File: config.mk
export PLATFORM = sky130hd
export DESIGN_NAME = rpn_expression_evaluator
export DESIGN_NICKNAME = d
export VERILOG_FILES = /design/src/rtl/core/rpn_pkg.sv /design/src/rtl/core/rpn_div.sv /design/src/rtl/core/rpn_expression_evaluator.sv
export SDC_FILE = /design/constraint.sdc
export NUM_CORES = 2
export LEC_CHECK = 0
export BUFFER_PORTS_ARGS = -buffer_cell sky130_fd_sc_hd__buf_2
export CAP_MARGIN = 0
export CORE_ASPECT_RATIO = 1.1
export CORE_MARGIN = 2
export CORE_UTILIZATION = 64
export CTS_CLUSTER_DIAMETER = 30
export DETAILED_ROUTE_END_ITERATION = 12
export GPL_TIMING_DRIVEN = 0
export MAX_ROUTING_LAYER = met4
export PLACE_DENSITY = 0.87
export SYNTH_ARGS = -nofsm -noshare
export SYNTH_HDL_FRONTEND = slang
export SYNTH_SLANG_ARGS = --single-unit
File: constraint.sdc
create_clock -name clk -period 9.47 [get_ports clk]
set_input_delay 0.947 -clock clk [delete_from_list [all_inputs] [get_ports clk]]
set_output_delay 0.947 -clock clk [all_outputs]
set_load 0.02 [all_outputs]
File: src/rtl/core/rpn_pkg.sv
// Shared constants for the reverse Polish notation evaluator.
package rpn_pkg;

    localparam int STACK_DEPTH = 64;
    localparam int DATA_W      = 32;
    localparam int CNT_W       = $clog2(STACK_DEPTH + 1);
    localparam int PTR_W       = $clog2(STACK_DEPTH);
    localparam int DIV_CNT_W   = $clog2(DATA_W);

    localparam logic [2:0] OP_PUSH = 3'd0;
    localparam logic [2:0] OP_ADD  = 3'd1;
    localparam logic [2:0] OP_SUB  = 3'd2;
    localparam logic [2:0] OP_MUL  = 3'd3;
    localparam logic [2:0] OP_DIV  = 3'd4;

    localparam logic [2:0] ST_OK        = 3'd0;
    localparam logic [2:0] ST_UNDERFLOW = 3'd1;
    localparam logic [2:0] ST_OVERFLOW  = 3'd2;
    localparam logic [2:0] ST_DIVZERO   = 3'd3;
    localparam logic [2:0] ST_EMPTY     = 3'd4;

endpackage

File: src/rtl/core/rpn_div.sv
// Iterative signed divider, one quotient bit per cycle, truncating toward zero.
module rpn_div
(
    input  logic                       clk,
    input  logic                       rst_n,
    input  logic                       start,
    input  logic [rpn_pkg::DATA_W-1:0] dividend,
    input  logic [rpn_pkg::DATA_W-1:0] divisor,
    output logic                       done,
    output logic [rpn_pkg::DATA_W-1:0] quotient
);

    logic                         run_reg;
    logic                         done_reg;
    logic [rpn_pkg::DIV_CNT_W-1:0] cnt_reg;
    logic                         neg_reg;
    logic [rpn_pkg::DATA_W-1:0]   quo_reg;
    logic [rpn_pkg::DATA_W-1:0]   rem_reg;
    logic [rpn_pkg::DATA_W-1:0]   dvs_reg;
    logic [rpn_pkg::DATA_W-1:0]   mag_a;
    logic [rpn_pkg::DATA_W-1:0]   mag_b;
    logic [rpn_pkg::DATA_W:0]     rem_sh;
    logic [rpn_pkg::DATA_W:0]     diff;

    // Magnitudes; the most negative value maps to its unsigned magnitude.
    assign mag_a  = dividend[rpn_pkg::DATA_W-1] ? (~dividend + 1'b1) : dividend;
    assign mag_b  = divisor[rpn_pkg::DATA_W-1]  ? (~divisor + 1'b1)  : divisor;
    assign rem_sh = {rem_reg, quo_reg[rpn_pkg::DATA_W-1]};
    assign diff   = rem_sh - {1'b0, dvs_reg};

    always_ff @(posedge clk or negedge rst_n)
    begin
        if (!rst_n)
        begin
            run_reg  <= 1'b0;
            done_reg <= 1'b0;
            cnt_reg  <= '0;
        end
        else
        begin
            done_reg <= 1'b0;
            if (start)
            begin
                run_reg <= 1'b1;
                cnt_reg <= '0;
            end
            else if (run_reg)
            begin
                cnt_reg <= cnt_reg + 1'b1;
                if (cnt_reg == rpn_pkg::DIV_CNT_W'(rpn_pkg::DATA_W - 1))
                begin
                    run_reg  <= 1'b0;
                    done_reg <= 1'b1;
                end
            end
        end
    end

    always_ff @(posedge clk)
    begin
        if (start)
        begin
            quo_reg <= mag_a;
            rem_reg <= '0;
            dvs_reg <= mag_b;
            neg_reg <= dividend[rpn_pkg::DATA_W-1] ^ divisor[rpn_pkg::DATA_W-1];
        end
        else if (run_reg)
        begin
            // Restoring step: keep the difference when it does not go negative.
            if (!diff[rpn_pkg::DATA_W])
            begin
                rem_reg <= diff[rpn_pkg::DATA_W-1:0];
                quo_reg <= {quo_reg[rpn_pkg::DATA_W-2:0], 1'b1};
            end
            else
            begin
                rem_reg <= rem_sh[rpn_pkg::DATA_W-1:0];
                quo_reg <= {quo_reg[rpn_pkg::DATA_W-2:0], 1'b0};
            end
        end
    end

    assign done     = done_reg;
    assign quotient = neg_reg ? (~quo_reg + 1'b1) : quo_reg;

endmodule

File: src/rtl/core/rpn_expression_evaluator.sv
// Top level of the reverse Polish notation evaluator: stack memory and token sequencer.
//
// Usage: each input request carries one token (opcode, operand_value, last_token).
// Push tokens place operand_value on the operand stack; add, subtract, multiply
// and divide pop the two top entries (left is the deeper one) and push the result.
// On a token with last_token set, one output request carries result_value and
// status, then the stack and the sticky status clear for the next expression.
// Tokens without last_token produce no output request.
// Sequencing: push and unknown opcodes, and any token after an error, finish in
// the cycle they are taken; add, subtract and multiply go through memory read of
// the left operand, compute and write back; divide reads, runs the 32-step iterative
// divider and writes back, or skips the divider when the divisor is zero. One token
// is in work at a time; in_stall stays high until the token is done. The result of
// a last token is in the output register the cycle after the token completes.
// The top of stack lives in a register and mirrors the topmost memory entry, so
// each operator needs only one memory read.
// Reset: rst_n clears the stack count, sticky status, state and output valid; the
// stack memory itself is not cleared and needs no clearing pass.
// Output stall: the result holds in the output register while out_stall is high,
// and in_stall stays high for as long as that held result waits.
module rpn_expression_evaluator
(
    input  logic                              clk,
    input  logic                              rst_n,
    input  logic                              in_valid,
    output logic                              in_stall,
    input  logic [2:0]                        opcode,
    input  logic signed [rpn_pkg::DATA_W-1:0] operand_value,
    input  logic                              last_token,
    output logic                              out_valid,
    input  logic                              out_stall,
    output logic signed [rpn_pkg::DATA_W-1:0] result_value,
    output logic [2:0]                        status
);

    typedef enum logic [3:0]
    {
        S_IDLE = 4'b0001,
        S_EXEC = 4'b0010,
        S_DIV  = 4'b0100,
        S_FIN  = 4'b1000
    } state_t;

    state_t                       state_reg, state_next;
    logic [rpn_pkg::CNT_W-1:0]    count_reg, count_next;
    logic [2:0]                   sticky_reg, sticky_next;
    logic [rpn_pkg::DATA_W-1:0]   tos_reg, tos_next;
    logic [rpn_pkg::DATA_W-1:0]   v_reg, v_next;
    logic [2:0]                   op_reg, op_next;
    logic                         last_reg, last_next;
    logic                         divz_reg, divz_next;
    logic                         out_valid_reg, out_valid_next;
    logic [rpn_pkg::DATA_W-1:0]   result_reg;
    logic [2:0]                   status_reg;

    // Stack memory: one write and one registered read port.
    logic [rpn_pkg::DATA_W-1:0]   stack_mem [rpn_pkg::STACK_DEPTH];
    logic [rpn_pkg::DATA_W-1:0]   rd_data_reg;
    logic                         mem_we;
    logic [rpn_pkg::PTR_W-1:0]    mem_waddr;
    logic [rpn_pkg::DATA_W-1:0]   mem_wdata;
    logic                         rd_en;
    logic [rpn_pkg::PTR_W-1:0]    rd_addr;

    logic                         accept;
    logic                         out_free;
    logic                         commit;
    logic                         emit;
    logic [rpn_pkg::CNT_W-1:0]    fin_count;
    logic [2:0]                   fin_sticky;
    logic [rpn_pkg::DATA_W-1:0]   fin_tos;
    logic [rpn_pkg::DATA_W-1:0]   alu_out;
    logic [rpn_pkg::CNT_W-1:0]    count_m1;
    logic [rpn_pkg::CNT_W-1:0]    count_m2;
    logic                         is_arith;

    logic                         div_start;
    logic                         div_done;
    logic [rpn_pkg::DATA_W-1:0]   div_quot;

    // The output register is free when empty or being taken this cycle.
    assign out_free = !out_valid_reg || !out_stall;
    assign in_stall = (state_reg != S_IDLE) || !out_free;
    assign accept   = in_valid && !in_stall;
    assign count_m1 = count_reg - 1'b1;
    assign count_m2 = count_reg - 2'd2;
    assign rd_addr  = count_m2[rpn_pkg::PTR_W-1:0];
    assign is_arith = (opcode == rpn_pkg::OP_ADD) || (opcode == rpn_pkg::OP_SUB) ||
                      (opcode == rpn_pkg::OP_MUL) || (opcode == rpn_pkg::OP_DIV);

    // Left operand comes from memory, right operand is the cached top.
    always_comb
    begin
        case (op_reg)
            rpn_pkg::OP_ADD: alu_out = rd_data_reg + tos_reg;
            rpn_pkg::OP_SUB: alu_out = rd_data_reg - tos_reg;
            rpn_pkg::OP_MUL: alu_out = rd_data_reg * tos_reg;
            default:         alu_out = '0;
        endcase
    end

    always_comb
    begin
        state_next = state_reg;
        v_next     = v_reg;
        op_next    = op_reg;
        last_next  = last_reg;
        divz_next  = divz_reg;
        fin_count  = count_reg;
        fin_sticky = sticky_reg;
        fin_tos    = tos_reg;
        commit     = 1'b0;
        emit       = 1'b0;
        mem_we     = 1'b0;
        mem_waddr  = count_reg[rpn_pkg::PTR_W-1:0];
        mem_wdata  = operand_value;
        rd_en      = 1'b0;
        div_start  = 1'b0;

        case (state_reg)
            S_IDLE:
            begin
                if (accept)
                begin
                    op_next   = opcode;
                    last_next = last_token;
                    commit    = 1'b1;
                    if (sticky_reg == rpn_pkg::ST_OK)
                    begin
                        if (opcode == rpn_pkg::OP_PUSH)
                        begin
                            if (count_reg >= rpn_pkg::CNT_W'(rpn_pkg::STACK_DEPTH))
                            begin
                                fin_sticky = rpn_pkg::ST_OVERFLOW;
                            end
                            else
                            begin
                                mem_we    = 1'b1;
                                fin_tos   = operand_value;
                                fin_count = count_reg + 1'b1;
                            end
                        end
                        else if (is_arith)
                        begin
                            if (count_reg < rpn_pkg::CNT_W'(2))
                            begin
                                fin_sticky = rpn_pkg::ST_UNDERFLOW;
                            end
                            else
                            begin
                                // Fetch the left operand; finish later.
                                commit     = 1'b0;
                                rd_en      = 1'b1;
                                state_next = S_EXEC;
                            end
                        end
                    end
                    emit = commit && last_token;
                end
            end
            S_EXEC:
            begin
                divz_next = 1'b0;
                if (op_reg == rpn_pkg::OP_DIV)
                begin
                    if (tos_reg == '0)
                    begin
                        divz_next  = 1'b1;
                        state_next = S_FIN;
                    end
                    else
                    begin
                        div_start  = 1'b1;
                        state_next = S_DIV;
                    end
                end
                else
                begin
                    v_next     = alu_out;
                    state_next = S_FIN;
                end
            end
            S_DIV:
            begin
                if (div_done)
                begin
                    v_next     = div_quot;
                    state_next = S_FIN;
                end
            end
            S_FIN:
            begin
                // Hold here while a result is due and the output is still occupied.
                if (!last_reg || out_free)
                begin
                    commit     = 1'b1;
                    emit       = last_reg;
                    state_next = S_IDLE;
                    if (divz_reg)
                    begin
                        fin_sticky = rpn_pkg::ST_DIVZERO;
                        fin_count  = count_m2;
                    end
                    else
                    begin
                        mem_we    = 1'b1;
                        mem_waddr = count_m2[rpn_pkg::PTR_W-1:0];
                        mem_wdata = v_reg;
                        fin_tos   = v_reg;
                        fin_count = count_m1;
                    end
                end
            end
            default:
            begin
                state_next = S_IDLE;
            end
        endcase
    end

    // Apply the token effect, or drop the expression state once its result goes out.
    always_comb
    begin
        count_next  = count_reg;
        sticky_next = sticky_reg;
        tos_next    = tos_reg;
        if (commit)
        begin
            tos_next = fin_tos;
            if (emit)
            begin
                count_next  = '0;
                sticky_next = rpn_pkg::ST_OK;
            end
            else
            begin
                count_next  = fin_count;
                sticky_next = fin_sticky;
            end
        end
    end

    assign out_valid_next = emit ? 1'b1 : (out_stall ? out_valid_reg : 1'b0);

    always_ff @(posedge clk or negedge rst_n)
    begin
        if (!rst_n)
        begin
            state_reg     <= S_IDLE;
            count_reg     <= '0;
            sticky_reg    <= rpn_pkg::ST_OK;
            divz_reg      <= 1'b0;
            out_valid_reg <= 1'b0;
        end
        else
        begin
            state_reg     <= state_next;
            count_reg     <= count_next;
            sticky_reg    <= sticky_next;
            divz_reg      <= divz_next;
            out_valid_reg <= out_valid_next;
        end
    end

    always_ff @(posedge clk)
    begin
        tos_reg  <= tos_next;
        v_reg    <= v_next;
        op_reg   <= op_next;
        last_reg <= last_next;
        if (emit)
        begin
            if (fin_sticky != rpn_pkg::ST_OK)
            begin
                status_reg <= fin_sticky;
                result_reg <= '0;
            end
            else if (fin_count == '0)
            begin
                status_reg <= rpn_pkg::ST_EMPTY;
                result_reg <= '0;
            end
            else
            begin
                status_reg <= rpn_pkg::ST_OK;
                result_reg <= fin_tos;
            end
        end
    end

    always_ff @(posedge clk)
    begin
        if (mem_we)
        begin
            stack_mem[mem_waddr] <= mem_wdata;
        end
        if (rd_en)
        begin
            rd_data_reg <= stack_mem[rd_addr];
        end
    end

    rpn_div u_div
    (
        .clk      (clk),
        .rst_n    (rst_n),
        .start    (div_start),
        .dividend (rd_data_reg),
        .divisor  (tos_reg),
        .done     (div_done),
        .quotient (div_quot)
    );

    assign out_valid    = out_valid_reg;
    assign result_value = result_reg;
    assign status       = status_reg;

    // The stack count never passes the stack depth.
    a_count_bound: assert property (@(posedge clk) disable iff (!rst_n)
        count_reg <= rpn_pkg::CNT_W'(rpn_pkg::STACK_DEPTH))
        else $error("stack count beyond depth");

    // The divider only reports completion while the sequencer waits for it.
    a_div_done_state: assert property (@(posedge clk) disable iff (!rst_n)
        div_done |-> (state_reg == S_DIV))
        else $error("divider done outside divide wait");

    // A finishing last token leaves an empty, clean stack and a pending result.
    a_fin_clears: assert property (@(posedge clk) disable iff (!rst_n)
        (state_reg == S_FIN && last_reg && out_free) |=>
        (count_reg == '0 && sticky_reg == rpn_pkg::ST_OK && out_valid_reg))
        else $error("expression state not cleared after result");

    // After an error, tokens never start memory work.
    a_sticky_idle: assert property (@(posedge clk) disable iff (!rst_n)
        (accept && sticky_reg != rpn_pkg::ST_OK) |=> (state_reg == S_IDLE))
        else $error("token processed after sticky error");

endmodule

==> flow_summary.json, run 1 <==
{
  "async_flop_share_pct": 0.999,
  "die_h_microns": 440,
  "ys_ff_latch": 2303,
  "ys_seq_area_share_pct": 62.2,
  "grt_start_max_net_pins": 65,
  "synth_compound_area_share_pct": 3.55,
  "synth_top_family_by_area": "multiplexers",
  "synth_fa_ha_area_share_pct": 9.66,
  "syn_nets": 7341,
  "syn_inst": 6694,
  "io_pins": 77,
  "rows": 159,
  "clock-sinks": 2303,
  "cts_buffer_depth": 4,
  "post_cts_buffers": 0,
  "endpoint_type": "sequential cell input",
  "synth-simple-area-share_pct": 6.47,
  "syn_area_sq_um": 111000,
  "antenna_found_initial": 112,
  "die_x_microns": 400,
  "synth.avg_cell_area_sq_um": 16.5,
  "grt_overflow": 88,
  "track_usage_pct": 64.5,
  "synth-main-ff-cell": "edfxtp_1",
  "status": "aborted with a tool error",
  "gp_congestion": 1.06,
  "ys.warnings.count": 0,
  "error_line": "[ERROR GRT-0232] Routing congestion too high. Check the congestion heatmap in the GUI.",
  "cts-htree-levels": 5,
  "io_buffers": 76,
  "cts-root-buf": "clkbuf_16",
  "synthXorXnorAreaFrac_pct": 2.03,
  "synth_mux_area_share_pct": 13.2,
  "initial_core_util_pct": 64.6,
  "yosysUniqueCellTypes": 102,
  "dp_hpwl_microns": 275000,
  "synth_edf_count": 2248,
  "haltStage": "global routing",
  "repair-timing-grt-worst-ep": "v_reg[29]$_DFFE_PP_/D",
  "dp_slack_ps": -507,
  "postPlaceCellArea_sq_um": 117000,
  "numCtsBuffers": 387
}
==> kinds of logic after synthesis <==
kind of cell / count (synthesis)
xor gates and xnor gates: 256
DFF: 2303
and+or+nand+nor: 1444
adders and majority gates: 607
buffers and inverters: 824
AOI/OAI and AO/OA: 602
muxes: 658
==> metal layers <==
metal / overflow / GRT usage [%]
met1: 4 / 64.8
met5: - / -
met4: 29 / 61.6
met2: 49 / 84.8
met3: 6 / 39.7
==> synth_stat cells, types with 57 or more instances <==
cell type | count | share of area (%)
mux4_2 | 640 | 13
and2_1 | 381 | 2.2
clkbuf_1 | 291 | 0.99
xnor2_1 | 139 | 1.1
a21oi_1 | 127 | 0.58
a31oi_1 | 57 | 0.32
edfxtp_1 | 2248 | 61
nand2_1 | 619 | 2.1
ha_1 | 197 | 2.2
fa_1 | 410 | 7.4
nand3_1 | 57 | 0.26
inv_1 | 439 | 1.5
o21ai_0 | 144 | 0.65
xor2_1 | 117 | 0.93
nor2_1 | 164 | 0.56
==> per-stage QoR <==
stage / instances / util [%]
2_1_floorplan: 6694 / -
3_3_place_gp: 9024 / 66.5
3_5_place_dp: 9121 / 68.2
4_1_cts: 9816 / 75.7
==> repair_timing <==
| item | 4_1_cts |
|---|---|
| resized for setup | 7 |
| hold endpoints to repair | 1 |
| setup endpoints to repair | 4 |
| hold buffers | 1 |
==> inputs of run 2 (changes only) <==
--- a/config.mk
+++ b/config.mk
@@ -7,14 +7,11 @@
 export LEC_CHECK = 0
 export BUFFER_PORTS_ARGS = -buffer_cell sky130_fd_sc_hd__buf_2
 export CAP_MARGIN = 0
-export CORE_ASPECT_RATIO = 1.1
 export CORE_MARGIN = 2
-export CORE_UTILIZATION = 64
-export CTS_CLUSTER_DIAMETER = 30
+export CORE_UTILIZATION = 40
 export DETAILED_ROUTE_END_ITERATION = 12
 export GPL_TIMING_DRIVEN = 0
-export MAX_ROUTING_LAYER = met4
-export PLACE_DENSITY = 0.87
+export PLACE_DENSITY_LB_ADDON = 0.15
 export SYNTH_ARGS = -nofsm -noshare
 export SYNTH_HDL_FRONTEND = slang
 export SYNTH_SLANG_ARGS = --single-unit
==> flow_summary.json, run 2 <==
{
  "status": "finished with violations",
  "failed_checks": "capacitance limit, slew limit, setup timing",
  "synth-main-ff-cell": "edfxtp_1",
  "top_register": "stack_mem",
  "grt_start_max_net_pins": 65,
  "worstMarginPinSlew_ps": 1650,
  "hold_path_class": "primary input to asynchronous set/reset pin",
  "slowest_stage": "clkbuf_1",
  "grt_overflow": 0,
  "rows": 192,
  "power.total_mw": 46.4,
  "final_cell_mix": "edfxtp_1, mux4_2, nand2_1",
  "p_clk_share_pct": 19.3,
  "crit_arrival_ps": 10180,
  "io_pins": 77,
  "swShare_pct": 42.7,
  "finalSetupViolations": 1,
  "critPathBufInv": 5,
  "p_leak_nw": 42.3,
  "cap_violations": 4,
  "ys_ff_latch": 2303,
  "synth_edf_count": 2248,
  "path_class": "register to register",
  "synth_top_area_share_pct": 61.1,
  "crit_path_end_kind": "register",
  "async_flop_share_pct": 0.999,
  "required_ps": 10140,
  "crit_chain": "clkbuf_1 -> clkbuf_1 -> nand2_1 -> fa_1 -> inv_1 -> fa_1 -> inv_1 -> fa_1 -> fa_1 -> fa_1 -> inv_1 -> fa_1 -> fa_1 -> fa_1 -> ha_1 -> and3_1 -> nand3_1 -> a211oi_1 -> o31ai_1 -> a21boi_0 -> nor3_1 -> o31ai_1 -> o2bb2ai_1",
  "p_switching_mw": 19.8,
  "syn_inst": 6694,
  "layout_commonest_cell": "edfxtp_1",
  "finalClockSkew_ps": 48.6,
  "seqPwrFrac_pct": 25.0,
  "cts_buffer_depth": 4,
  "antenna_found_initial": 25,
  "dp_hpwl_microns": 255000,
  "grt_pass1_wl_microns": 495000,
  "nNetsFinal": 7759,
  "ys.warnings.count": 0,
  "largest_reg_flops": 2048,
  "wire_per_inst_microns": 32.2,
  "max_stage_delay_ps": 990,
  "holdBufCountCts": 0,
  "maxSlewViolCount": 13,
  "num_vias": 62800,
  "ys_seq_area_share_pct": 62.2,
  "p_int_mw": 26.6,
  "min_period_ps": 9510,
  "utilization_pct": 45.8,
  "initial_core_util_pct": 40.3,
  "synth.most_common_cell": "edfxtp_1",
  "die_x_microns": 530,
  "hold_viol": 0,
  "cts-htree-levels": 4,
  "io_buffers": 76,
  "synth.avg_cell_area_sq_um": 16.5,
  "area_delta_synth_final_pct": 13.8,
  "clk_pin_slew_worst_paths_ps": 60,
  "core_sq_um": 274000,
  "cpMostUsedCell": "fa_1",
  "yosysTopAreaCell": "edfxtp_1",
  "crit_fanout": 10,
  "start_kind": "register",
  "drive_above_1_share_pct": 18.7,
  "numCtsBuffers": 240,
  "dieArea_sq_um": 281000,
  "netlist_top_cells_area": "edfxtp_1, mux4_2, fa_1",
  "cts-root-buf": "clkbuf_16",
  "clk_latency_ps": 900,
  "cp_top_family": "adder cells",
  "yosysUniqueCellTypes": 102,
  "routed_via_density": 5.71,
  "drt-initial-drc-count": 7124,
  "combPwrFrac_pct": 55.7,
  "drtPass1Iterations": 6,
  "drtAntennaViolNets": 0,
  "clock.fmax_mhz": 105,
  "grt_pass1_vias": 64000,
  "power_density_nw_per_um2": 369,
  "drc": 0,
  "syn_area_sq_um": 111000,
  "setup_slack_ps": -39.9,
  "track_usage_pct": 25.3,
  "netlist_top_cells_count": "edfxtp_1, mux4_2, nand2_1",
  "postRouteWirelength_microns": 355000,
  "rsz0062_at_grt": "no",
  "die_h_microns": 530,
  "slew-limit-headroom_pct": -10.8,
  "ir_drop_uv": 1270,
  "clock-sinks": 2303,
  "syn_nets": 7341,
  "finalCritPeriodShare_pct": 100,
  "finalHoldWorstSlack_ps": 70.7,
  "cts_tree": "built",
  "gp_congestion": 1.02
}
run 2: cell counts after synthesis:
No cell type changed its count.
run 2: worst paths after layout:
| kind | to | cells after the start | slack, ps | from |
|---|---|---|---|---|
| setup / recovery | v_reg[29]$_DFFE_PP_ | 23 | -40 | tos_reg[19]$_DFFE_PP_ |
| hold / removal | u_div.done$_DFF_PN0_ | 1 | 70 | rst_n |
| setup reg to reg | v_reg[29]$_DFFE_PP_ | 23 | -40 | tos_reg[19]$_DFFE_PP_ |
| hold reg to reg | u_div.rem_reg[25]$_SDFFE_PP0P_ | 2 | 510 | u_div.rem_reg[25]$_SDFFE_PP0P_ |
| max in group asynchronous | state_reg[1]$_DFFE_PN0P_ | 1 | 8980 | rst_n |
| min in group clk | op_reg[1]$_DFFE_PP_ | 1 | 260 | opcode[1] |
run 2: worst reg2reg max path: stages, from the launching register on:
cell and delay (ps):
edfxtp_1 490, clkbuf_1 990, clkbuf_1 730, nand2_1 160
fa_1 400, inv_1 80, fa_1 400, inv_1 70
fa_1 430, fa_1 500, fa_1 550, inv_1 60
fa_1 450, fa_1 590, fa_1 480, ha_1 370
and3_1 320, nand3_1 140, a211oi_1 650, o31ai_1 250
a21boi_0 320, nor3_1 90, o31ai_1 490, o2bb2ai_1 270
run 2: cell families (layout without fill, tap and decap cells):
kind of cell             Yosys count  after routing  synth area share, %
adder cells (fa/ha/maj)          607            607                 9.66
buffers and inverters            824           1432                 2.91
XOR/XNOR                         256            256                 2.03
AO/OA/AOI/OAI                    602            602                 3.55
flip-flops                      2303           2303                 62.2
multiplexers                     658            658                 13.2
other                              0             14                    0
AND/OR/NAND/NOR                 1444           1444                 6.48
run 2: layout make-up:
cell class              count  area [sq um]
fillers                 24000        149000
clock inverters           136          1010
diodes                     14          35.0
plain buffers             379          1590
flip-flops and latches   2303         68700
inverters                 443          1670
repair buffers            178          2560
clock buffers             296          6260
multi-input cells        3567         39300
well taps                3686          4610
run 2: per-layer routing:
layer | global-route usage [%] | wire, microns | up-vias
met3 | 3.35 | 21700 | 559
met2 | 41.7 | 172000 | 2410
met4 | 9.95 | 15900 | 0
met1 | 34.0 | 146000 | 33700
met5 | 0 | 0 | -
li1 | - | - | 26100
run 2: stage by stage:
stage	std cells	cell area (sq um)	TNS [ps]	setup WS [ps]
6_report	11000	126000	-39.9	-39.9
5_1_grt	11000	126000	0	0.335
4_1_cts	11000	126000	0	38.9
3_5_place_dp	10600	118000	-289	-289
3_3_place_gp	10500	116000	-482	-400
2_1_floorplan	6694	111000	0	2360
run 2: power by group through the flow:
stage          Sequential (mW)  Combinational, mW  Clock (mW)
3_5_place_dp              11.8               25.5           0
6_report                  11.6               25.9        8.95
5_1_grt                   11.6               28.0        9.46
2_1_floorplan             11.8               17.3           0
3_3_place_gp              11.9               25.4           0
4_1_cts                   11.6               25.7        9.09
run 2: what timing repair did:
item	in CTS	in global routing
gates resized for setup	9	42
buffers inserted	0	2
pin swaps	0	0
endpoints found under the setup margin	3	2
hold endpoints to repair	0	0
Note: power is estimated with default switching activity, not from simulation.
